<file path="src/rtl/gda_pkg.sv">
// Shared types and constants for the Gregorian date add-days block.
// Used by the sequencer, the leap-year unit, the datapath and the top level.
// Depends on nothing.
`default_nettype none
package gda_pkg;

  // Field widths.
  localparam int DAY_W   = 5;
  localparam int MONTH_W = 4;
  localparam int YEAR_W  = 14;
  localparam int ADD_W   = 12;
  // Working day count holds the old day plus the largest add (31 + 4095).
  localparam int WDAY_W  = 13;

  // Step counter of the microprogram.
  localparam int STEP_W = 3;
  typedef logic [STEP_W-1:0] step_t;

  // Datapath operations.
  typedef logic [2:0] op_t;
  localparam op_t OP_NOP    = 3'd0;
  localparam op_t OP_LOAD   = 3'd1;
  localparam op_t OP_MSTEP  = 3'd2;
  localparam op_t OP_SETCHK = 3'd3;
  localparam op_t OP_COMMIT = 3'd4;

  // Branch conditions.
  typedef logic [2:0] cond_t;
  localparam cond_t C_ALWAYS  = 3'd0;
  localparam cond_t C_START   = 3'd1;
  localparam cond_t C_SET     = 3'd2;
  localparam cond_t C_MLOOP   = 3'd3;
  localparam cond_t C_OUTFREE = 3'd4;

  // One control word: operation, condition, taken and not-taken targets.
  typedef struct packed {
    op_t   op;
    cond_t cond;
    step_t tgt_t;
    step_t tgt_f;
  } ctrl_word_t;

  // Status flags from the datapath to the sequencer.
  typedef struct packed {
    logic kind_add;  // captured item is an add
    logic fits;      // working day fits in the working month
    logic wrap;      // month step would roll into a new year
    logic ovf;       // year roll would pass the year limit
  } status_t;

  // Program addresses.
  localparam step_t S_IDLE   = 3'd0;
  localparam step_t S_LOAD   = 3'd1;
  localparam step_t S_LEAP1  = 3'd2;
  localparam step_t S_LEAP2  = 3'd3;
  localparam step_t S_KIND   = 3'd4;
  localparam step_t S_MONTH  = 3'd5;
  localparam step_t S_CHECK  = 3'd6;
  localparam step_t S_COMMIT = 3'd7;

  // Calendar constants.
  localparam logic [DAY_W-1:0]   MLEN_LEAP_FEB = 5'd29;
  localparam logic [DAY_W-1:0]   MLEN_FEB      = 5'd28;
  localparam logic [DAY_W-1:0]   MLEN_SHORT    = 5'd30;
  localparam logic [DAY_W-1:0]   MLEN_LONG     = 5'd31;
  localparam logic [MONTH_W-1:0] MONTH_FEB     = 4'd2;
  localparam logic [MONTH_W-1:0] MONTH_JAN     = 4'd1;
  localparam logic [MONTH_W-1:0] MONTH_DEC     = 4'd12;
  localparam logic [YEAR_W-1:0]  YEAR_SET_MAX  = 14'd9999;
  localparam logic [YEAR_W-1:0]  YEAR_LIMIT    = 14'd16383;
  localparam logic [YEAR_W-1:0]  YEAR_CENT     = 14'd100;

  // Reset date.
  localparam logic [DAY_W-1:0]   RST_DAY   = 5'd1;
  localparam logic [MONTH_W-1:0] RST_MONTH = 4'd1;
  localparam logic [YEAR_W-1:0]  RST_YEAR  = 14'd1970;

  // Division by 100 as (y * 5243) >> 19, exact for every 14-bit year.
  localparam int              RECIP_W     = 13;
  localparam logic [12:0]     RECIP_100   = 13'd5243;
  localparam int              RECIP_SHIFT = 19;
  localparam int              QUOT_W      = 8;

endpackage
`default_nettype wire

</file>
<file path="src/rtl/gregorian_date_add_days.sv">
// A set transfer runs through the load, leap-wait, kind, check and commit steps once accepted;
// an add walks one month per cycle in the month step, going back to the leap waits at each
// year crossed, and then commits. One item is handled at a time: the next is accepted in the
// idle step after its commit, which waits until the output register can take the result.
// Reset (synchronous, active high) loads 1 January 1970, clears the output valid and idles the
// sequencer; the next cycle the block accepts input.
`default_nettype none
module gregorian_date_add_days (
  input  wire         clk,
  input  wire         rst,
  // Input stream.
  input  wire         s_axis_tvalid,
  output logic        s_axis_tready,
  // tdata from bit 0: new_day[4:0], new_month[8:5], new_year[22:9], days_to_add[34:23],
  // zero fill [39:35].
  input  wire  [39:0] s_axis_tdata,
  // tuser: kind (0 = set date, 1 = add days).
  input  wire         s_axis_tuser,
  // Result stream.
  output logic        m_axis_tvalid,
  input  wire         m_axis_tready,
  // tdata from bit 0: cur_day[4:0], cur_month[8:5], cur_year[22:9], zero fill [23].
  output logic [23:0] m_axis_tdata,
  // tuser: error.
  output logic        m_axis_tuser
);
  import gda_pkg::*;

  logic               in_fire;
  logic               out_free;
  logic               idle;
  op_t                op;
  status_t            stat;
  logic [DAY_W-1:0]   res_day;
  logic [MONTH_W-1:0] res_month;
  logic [YEAR_W-1:0]  res_year;
  logic               res_err;

  // The sequencer takes a new item only from its idle step, so an input
  // transfer always starts a fresh program run.
  assign s_axis_tready = idle;
  assign in_fire       = s_axis_tvalid && s_axis_tready;

  // The output register can take a result when it is empty or is being
  // drained in this cycle; a waiting result holds back the next commit, not the next input.
  assign out_free = !m_axis_tvalid || m_axis_tready;

  gda_seq u_seq (
    .clk      (clk),
    .rst      (rst),
    .in_fire  (in_fire),
    .out_free (out_free),
    .stat     (stat),
    .op       (op),
    .idle     (idle)
  );

  gda_dpath u_dpath (
    .clk         (clk),
    .rst         (rst),
    .capture     (in_fire),
    .kind        (s_axis_tuser),
    .new_day     (s_axis_tdata[4:0]),
    .new_month   (s_axis_tdata[8:5]),
    .new_year    (s_axis_tdata[22:9]),
    .days_to_add (s_axis_tdata[34:23]),
    .op          (op),
    .stat        (stat),
    .cur_day     (res_day),
    .cur_month   (res_month),
    .cur_year    (res_year),
    .error       (res_err)
  );

  // Output register. The commit step of the program loads it in the same
  // cycle that the held date is updated.
  always_ff @(posedge clk) begin
    if (rst) begin
      m_axis_tvalid <= 1'b0;
    end else if (op == OP_COMMIT) begin
      m_axis_tvalid <= 1'b1;
    end else if (m_axis_tready) begin
      m_axis_tvalid <= 1'b0;
    end
  end

  always_ff @(posedge clk) begin
    if (op == OP_COMMIT) begin
      m_axis_tdata <= {1'b0, res_year, res_month, res_day};
      m_axis_tuser <= res_err;
    end
  end

endmodule
`default_nettype wire

</file>
<file path="src/rtl/gda_seq.sv">
// Microprogram sequencer: control store, step counter and branch logic.
// Depends on gda_pkg.
`default_nettype none
module gda_seq (
  input  wire              clk,
  input  wire              rst,
  input  wire              in_fire,
  input  wire              out_free,
  input  gda_pkg::status_t stat,
  output gda_pkg::op_t     op,
  output logic             idle
);
  import gda_pkg::*;

  localparam int STEPS = 1 << STEP_W;

  // The whole program. Step 5 walks one month per cycle and branches back to
  // the leap wait whenever a year boundary is crossed.
  localparam ctrl_word_t ROM [STEPS] = '{
    '{OP_NOP,    C_START,   S_LOAD,  S_IDLE},
    '{OP_LOAD,   C_ALWAYS,  S_LEAP1, S_LEAP1},
    '{OP_NOP,    C_ALWAYS,  S_LEAP2, S_LEAP2},
    '{OP_NOP,    C_ALWAYS,  S_KIND,  S_KIND},
    '{OP_NOP,    C_SET,     S_CHECK, S_MONTH},
    '{OP_MSTEP,  C_MLOOP,   S_COMMIT, S_LEAP1},
    '{OP_SETCHK, C_ALWAYS,  S_COMMIT, S_COMMIT},
    '{OP_COMMIT, C_OUTFREE, S_IDLE,  S_COMMIT}
  };

  step_t      upc;
  step_t      upc_next;
  ctrl_word_t cw;

  assign cw   = ROM[upc];
  assign idle = (upc == S_IDLE);

  // A commit waits until the output register can take the result.
  assign op = (cw.op == OP_COMMIT && !out_free) ? OP_NOP : cw.op;

  always_comb begin
    case (cw.cond)
      C_ALWAYS:  upc_next = cw.tgt_t;
      C_START:   upc_next = in_fire ? cw.tgt_t : cw.tgt_f;
      C_SET:     upc_next = stat.kind_add ? cw.tgt_f : cw.tgt_t;
      C_MLOOP: begin
        if (stat.fits || stat.ovf) begin
          upc_next = cw.tgt_t;
        end else if (stat.wrap) begin
          upc_next = cw.tgt_f;
        end else begin
          upc_next = upc;
        end
      end
      C_OUTFREE: upc_next = out_free ? cw.tgt_t : cw.tgt_f;
      default:   upc_next = S_IDLE;
    endcase
  end

  always_ff @(posedge clk) begin
    if (rst) begin
      upc <= S_IDLE;
    end else begin
      upc <= upc_next;
    end
  end

endmodule
`default_nettype wire

</file>
<file path="src/rtl/gda_leap.sv">
// Two-stage leap-year unit for a 14-bit year.
// Depends on gda_pkg.
`default_nettype none
module gda_leap (
  input  wire                             clk,
  input  wire [gda_pkg::YEAR_W-1:0]       year,
  output logic                            leap
);
  import gda_pkg::*;

  localparam int PROD_W = YEAR_W + RECIP_W;

  logic [PROD_W-1:0] prod;
  logic [QUOT_W-1:0] quot;
  logic [YEAR_W-1:0] year1;
  logic [YEAR_W:0]   rem;

  assign prod = PROD_W'(year) * PROD_W'(RECIP_100);

  // Stage one: quotient by 100.
  always_ff @(posedge clk) begin
    quot  <= prod[RECIP_SHIFT +: QUOT_W];
    year1 <= year;
  end

  // Stage two: remainder by 100, then the Gregorian rule. A year is a
  // multiple of 400 when it is a multiple of 100 with a quotient divisible
  // by four.
  assign rem = {1'b0, year1} - ((YEAR_W+1)'(quot) * (YEAR_W+1)'(YEAR_CENT));

  always_ff @(posedge clk) begin
    leap <= (year1[1:0] == 2'd0 && rem != '0) || (rem == '0 && quot[1:0] == 2'd0);
  end

endmodule
`default_nettype wire

</file>
<file path="src/rtl/gda_dpath.sv">
// Datapath: captured item, working date, month walker, set check and the
// held date. Depends on gda_pkg and gda_leap.
`default_nettype none
module gda_dpath (
  input  wire                          clk,
  input  wire                          rst,
  input  wire                          capture,
  input  wire                          kind,
  input  wire [gda_pkg::DAY_W-1:0]     new_day,
  input  wire [gda_pkg::MONTH_W-1:0]   new_month,
  input  wire [gda_pkg::YEAR_W-1:0]    new_year,
  input  wire [gda_pkg::ADD_W-1:0]     days_to_add,
  input  gda_pkg::op_t                 op,
  output gda_pkg::status_t             stat,
  output logic [gda_pkg::DAY_W-1:0]    cur_day,
  output logic [gda_pkg::MONTH_W-1:0]  cur_month,
  output logic [gda_pkg::YEAR_W-1:0]   cur_year,
  output logic                         error
);
  import gda_pkg::*;

  logic                kind_q;
  logic [DAY_W-1:0]    nd_q;
  logic [MONTH_W-1:0]  nm_q;
  logic [YEAR_W-1:0]   ny_q;
  logic [ADD_W-1:0]    add_q;

  logic [WDAY_W-1:0]   d;
  logic [MONTH_W-1:0]  m;
  logic [YEAR_W-1:0]   y;
  logic                err;

  logic [DAY_W-1:0]    day_reg;
  logic [MONTH_W-1:0]  month_reg;
  logic [YEAR_W-1:0]   year_reg;

  logic                leap;
  logic [DAY_W-1:0]    mlen;
  logic                set_ok;

  gda_leap u_leap (
    .clk  (clk),
    .year (y),
    .leap (leap)
  );

  always_comb begin
    if (m == MONTH_FEB) begin
      mlen = leap ? MLEN_LEAP_FEB : MLEN_FEB;
    end else if (m inside {4'd4, 4'd6, 4'd9, 4'd11}) begin
      mlen = MLEN_SHORT;
    end else begin
      mlen = MLEN_LONG;
    end
  end

  assign stat.kind_add = kind_q;
  assign stat.fits     = (d <= WDAY_W'(mlen));
  assign stat.wrap     = !stat.fits && (m == MONTH_DEC);
  assign stat.ovf      = stat.wrap && (y == YEAR_LIMIT);

  // The day is checked against the length of the new month in the new year.
  assign set_ok = (m >= MONTH_JAN) && (m <= MONTH_DEC) && (y != '0) &&
                  (y <= YEAR_SET_MAX) && (d != '0) && stat.fits;

  always_ff @(posedge clk) begin
    if (capture) begin
      kind_q <= kind;
      nd_q   <= new_day;
      nm_q   <= new_month;
      ny_q   <= new_year;
      add_q  <= days_to_add;
    end
    case (op)
      OP_LOAD: begin
        if (kind_q) begin
          d <= WDAY_W'(day_reg) + WDAY_W'(add_q);
          m <= month_reg;
          y <= year_reg;
        end else begin
          d <= WDAY_W'(nd_q);
          m <= nm_q;
          y <= ny_q;
        end
      end
      OP_MSTEP: begin
        if (!stat.fits && !stat.ovf) begin
          d <= d - WDAY_W'(mlen);
          if (stat.wrap) begin
            m <= MONTH_JAN;
            y <= y + YEAR_W'(1);
          end else begin
            m <= m + MONTH_W'(1);
          end
        end
      end
      default: begin
      end
    endcase
  end

  always_ff @(posedge clk) begin
    if (rst) begin
      err       <= 1'b0;
      day_reg   <= RST_DAY;
      month_reg <= RST_MONTH;
      year_reg  <= RST_YEAR;
    end else begin
      case (op)
        OP_LOAD:   err <= 1'b0;
        OP_MSTEP: begin
          if (stat.ovf) begin
            err <= 1'b1;
          end
        end
        OP_SETCHK: err <= !set_ok;
        OP_COMMIT: begin
          if (!err) begin
            day_reg   <= d[DAY_W-1:0];
            month_reg <= m;
            year_reg  <= y;
          end
        end
        default: begin
        end
      endcase
    end
  end

  assign cur_day   = err ? day_reg : d[DAY_W-1:0];
  assign cur_month = err ? month_reg : m;
  assign cur_year  = err ? year_reg : y;
  assign error     = err;

`ifndef NO_ASSERTIONS
  a_month_range: assert property (@(posedge clk) disable iff (rst)
    month_reg >= MONTH_JAN && month_reg <= MONTH_DEC)
    else $error("held month out of range");

  a_day_nonzero: assert property (@(posedge clk) disable iff (rst)
    day_reg != '0)
    else $error("held day is zero");

  a_err_holds: assert property (@(posedge clk) disable iff (rst)
    op == OP_COMMIT && err |=> $stable(day_reg) && $stable(month_reg) && $stable(year_reg))
    else $error("rejected item changed the held date");
`endif

endmodule
`default_nettype wire
</file>
<file path="config.mk">
export PLATFORM = sky130hd
export DESIGN_NAME = gregorian_date_add_days
export DESIGN_NICKNAME = d
export VERILOG_FILES = /design/src/rtl/gda_pkg.sv /design/src/rtl/gregorian_date_add_days.sv /design/src/rtl/gda_seq.sv /design/src/rtl/gda_leap.sv /design/src/rtl/gda_dpath.sv
export SDC_FILE = /design/constraint.sdc
export NUM_CORES = 1
export LEC_CHECK = 0
export ABC_AREA = 1
export BUFFER_PORTS_ARGS = -buffer_cell sky130_fd_sc_hd__buf_4
export CORE_AREA = 2 2 174 210
export CTS_CLUSTER_DIAMETER = 40
export DETAILED_ROUTE_END_ITERATION = 10
export DIE_AREA = 0 0 176 212
export HOLD_SLACK_MARGIN = 0.03
export PLACE_DENSITY_LB_ADDON = 0.05
export REMOVE_ABC_BUFFERS = 1
export SLEW_MARGIN = 30
export SYNTH_ARGS = -nofsm -noshare
export SYNTH_HDL_FRONTEND = slang
export SYNTH_HIERARCHICAL = 1
export SYNTH_SLANG_ARGS = --single-unit
</file>
<file path="constraint.sdc">
create_clock -name clk -period 13.3 [get_ports clk]
set_clock_uncertainty 0.1 [all_clocks]
set_input_delay 0.665 -clock clk [delete_from_list [all_inputs] [get_ports clk]]
set_output_delay 0.665 -clock clk [all_outputs]
set_load 0.01 [all_outputs]
</file>
==> impl_metrics.yaml <==
yosys:
  synth-seq-cells: 142
  synth_flop_cell: "edfxtp_1"
  synth.top_cells.by_count: "nand2_1, inv_1, ha_1"
  synthArstFlopShare_pct: 0
  synth.most_common_cell: "nand2_1"
  synth_area_sq_um: 12200
  syn_avg_cell_area_sq_um: 8.09
  synthCells: 1510
  ys.warnings.count: 6
  synth_edf_count: 91
  synthTopCellsByArea: "edfxtp_1, ha_1, fa_1"
  synth.distinct_cells: 42
  yosysTopAreaCell: "edfxtp_1"
  seq_area_frac_synth_pct: 30.7
  synth_top_cell_area_share_pct: 22.4
place:
  post-dp-hpwl_um: 24800
  port_buffers: 65
  gp_congestion: 0.875
finish:
  nets: 1852
  n_antenna_cell: 0
  area_growth_pct: 13.1
  drive_gt1_share_pct: 9.10
  largest_reg_flops: 23
  regMostFlops: "m_axis_tdata"
cts:
  cts_tree: "built"
  postCtsResizedCells: 0
  cts.htree.levels: 4
  cts_max_path_buffers: 2
  holdBufCountCts: 0
  cts-buffers-inserted: 17
  clk_latency_ns: 0.44
  cts_setup_buffers: 0
  clk_pin_slew_ns: 0.07
  root_buffer: "clkbuf_16"
  cts_sinks: 142
setup_path:
  required_ns: 13.51
  setup.worst_path.class: "flip-flop to flip-flop"
  cp.buffers_inverters: 4
  cp_max_fo: 10
  ff2ff_path_depth: 17
  timing.critical_path.arrival_ns: 5.18
  endpoint_kind: "flip-flop"
  max_stage_delay_ns: 0.83
  startpoint_type: "flip-flop"
  rrSetupSlack_ns: 8.33
  path_delay_family: "adder cells"
  rr_startpoint: "u_dpath/y[4]$_DFFE_PP_"
  reg2reg_to: "u_dpath/u_leap/quot[3]$_DFF_P_"
  crit_path_cell_trace: "inv_1 -> fa_1 -> inv_1 -> ha_1 -> fa_1 -> inv_1 -> fa_1 -> fa_1 -> inv_1 -> ha_1 -> nand2_1 -> nand2_1 -> a21oi_1 -> nor3_1 -> nor3_1 -> nand2_1 -> xor2_1"
  slowest_stage: "edfxtp_1"
route:
  wirelength_um: 31400
  drc: 0
  drt_iter0_drc: 407
  firstDrtPassIters: 5
  routedWlPerCell_um: 15.3
  ant_nets: 0
  vias_per_cell: 4.67
  via_count: 9626
worst_hold_path:
  hold_end: "u_dpath/ny_q[4]$_DFFE_PP_"
  hold_path_depth: 1
  min_from: "s_axis_tdata[13]"
  min_path_type: "input port to flip-flop"
sta:
  fin_crit_ns: 4.97
  rsz0062_at_grt: "false"
  finalCritPeriodShare_pct: 37.3
  hold_viol: 0
  setup_tns_ns: 0
  max_slew.worst_pin.slew_ns: 0.966
  fmax_mhz: 201
  setup_viol: 0
  slew_headroom_pct: 35.5
  final_max_slew_viol_count: 0
floorplan:
  die_x_um: 176
  start_util_pct: 34.4
  die_h_um: 212
  dieArea_sq_um: 37300
  core.rowCount: 76
  coreArea_sq_um: 35500
  top_level_ports: 72
global_routing:
  antenna_found_initial: 0
  gr-total-overflow: 0
  grt_usage_pct: 17.8
  grt_pass1_wl_um: 51300
  grt_max_degree: 41
  grt_pass1_vias: 9981
run_status:
  outcome: "finished, final reports clean"
run:
  maxCapViolations: 0
## layout by cell type, fill, tap and decap left out, types with 3 or more instances in the layout
master | Yosys | routed
nor2_1 | 100 | 100
inv_8 | 0 | 5
a21o_1 | 8 | 8
nor3_1 | 13 | 13
fa_1 | 68 | 68
o21ai_0 | 74 | 74
nand2_2 | 8 | 8
inv_6 | 0 | 5
nor2_2 | 8 | 8
nand3b_1 | 4 | 4
edfxtp_1 | 91 | 91
nand4_1 | 17 | 17
o21ai_1 | 19 | 19
nor3_2 | 3 | 3
nand3_1 | 93 | 93
o22ai_1 | 4 | 4
a31oi_1 | 7 | 7
buf_4 | 3 | 73
dfxtp_1 | 51 | 51
ha_1 | 159 | 159
xor2_1 | 19 | 19
inv_2 | 9 | 9
o211ai_1 | 6 | 6
clkbuf_16 | 0 | 17
inv_1 | 299 | 298
xnor2_1 | 7 | 7
a21oi_1 | 57 | 57
nand2_1 | 340 | 340
## worst max-delay path by stage
stage                                       from                              to  slack, ns  depth (start not counted)
after CTS                 u_dpath/y[4]$_DFFE_PP_  u_dpath/u_leap/quot[3]$_DFF_P_       8.29                         17
after global placement    u_dpath/y[4]$_DFFE_PP_  u_dpath/u_leap/quot[7]$_DFF_P_       8.34                         17
after detailed placement  u_dpath/y[4]$_DFFE_PP_  u_dpath/u_leap/quot[3]$_DFF_P_       8.28                         17
after global routing      u_dpath/y[4]$_DFFE_PP_  u_dpath/u_leap/quot[4]$_DFF_P_       8.03                         17
final                     u_dpath/y[4]$_DFFE_PP_  u_dpath/u_leap/quot[3]$_DFF_P_       8.33                         17
after floorplan           u_dpath/y[9]$_DFFE_PP_  u_dpath/u_leap/quot[4]$_DFF_P_       9.03                         16
## cell families (layout without fill, tap and decap cells)
logic type	count (synthesis)	in the layout	synth area share [%]
AO/OA/AOI/OAI	185	185	8.25
flip-flops	142	142	30.7
buffers and inverters	330	413	10.5
XOR/XNOR	26	26	1.86
multiplexers	2	2	0.164
AND/OR/NAND/NOR	597	597	21.0
adder cells (fa/ha/maj)	227	227	27.4
other	1	1	0.0307
## layer usage
| metal | part of all wire (%) | vias up | GRT usage, % | routed length (um) |
|---|---|---|---|---|
| met5 | 0 | - | 0 | 0 |
| met4 | 2.5 | 0 | 6.16 | 797 |
| met3 | 2.2 | 39 | 2.49 | 681 |
| met2 | 51 | 145 | 33.2 | 16200 |
| met1 | 44 | 4458 | 20.8 | 13800 |
| li1 | - | 4984 | - | - |
## stage by stage
stage	hold slack [ns]	instance area [sq um]	worst slack [ns]	instances	util (%)
after detailed placement	0.361	13200	8.28	2029	37.3
after CTS	0.272	13800	8.29	2061	38.9
after floorplan	0.341	12100	9.03	1488	-
after global routing	0.268	13800	8.03	2061	38.9
final	0.299	13800	8.33	2061	38.9
after global placement	0.357	13200	8.34	2029	37.3
## final cells by class
type | count | area, sq um
Clock buffer | 17 | 425
Clock inverter | 15 | 166
Fill cell | 3695 | 21700
Inverter | 308 | 1160
Multi-Input combinational cell | 1038 | 7180
Sequential cell | 142 | 3750
Tap cell | 468 | 586
Timing Repair Buffer | 73 | 548
Power is not shown: default switching activity piles up to over one toggle a cycle in this logic, so the estimate is an artifact.
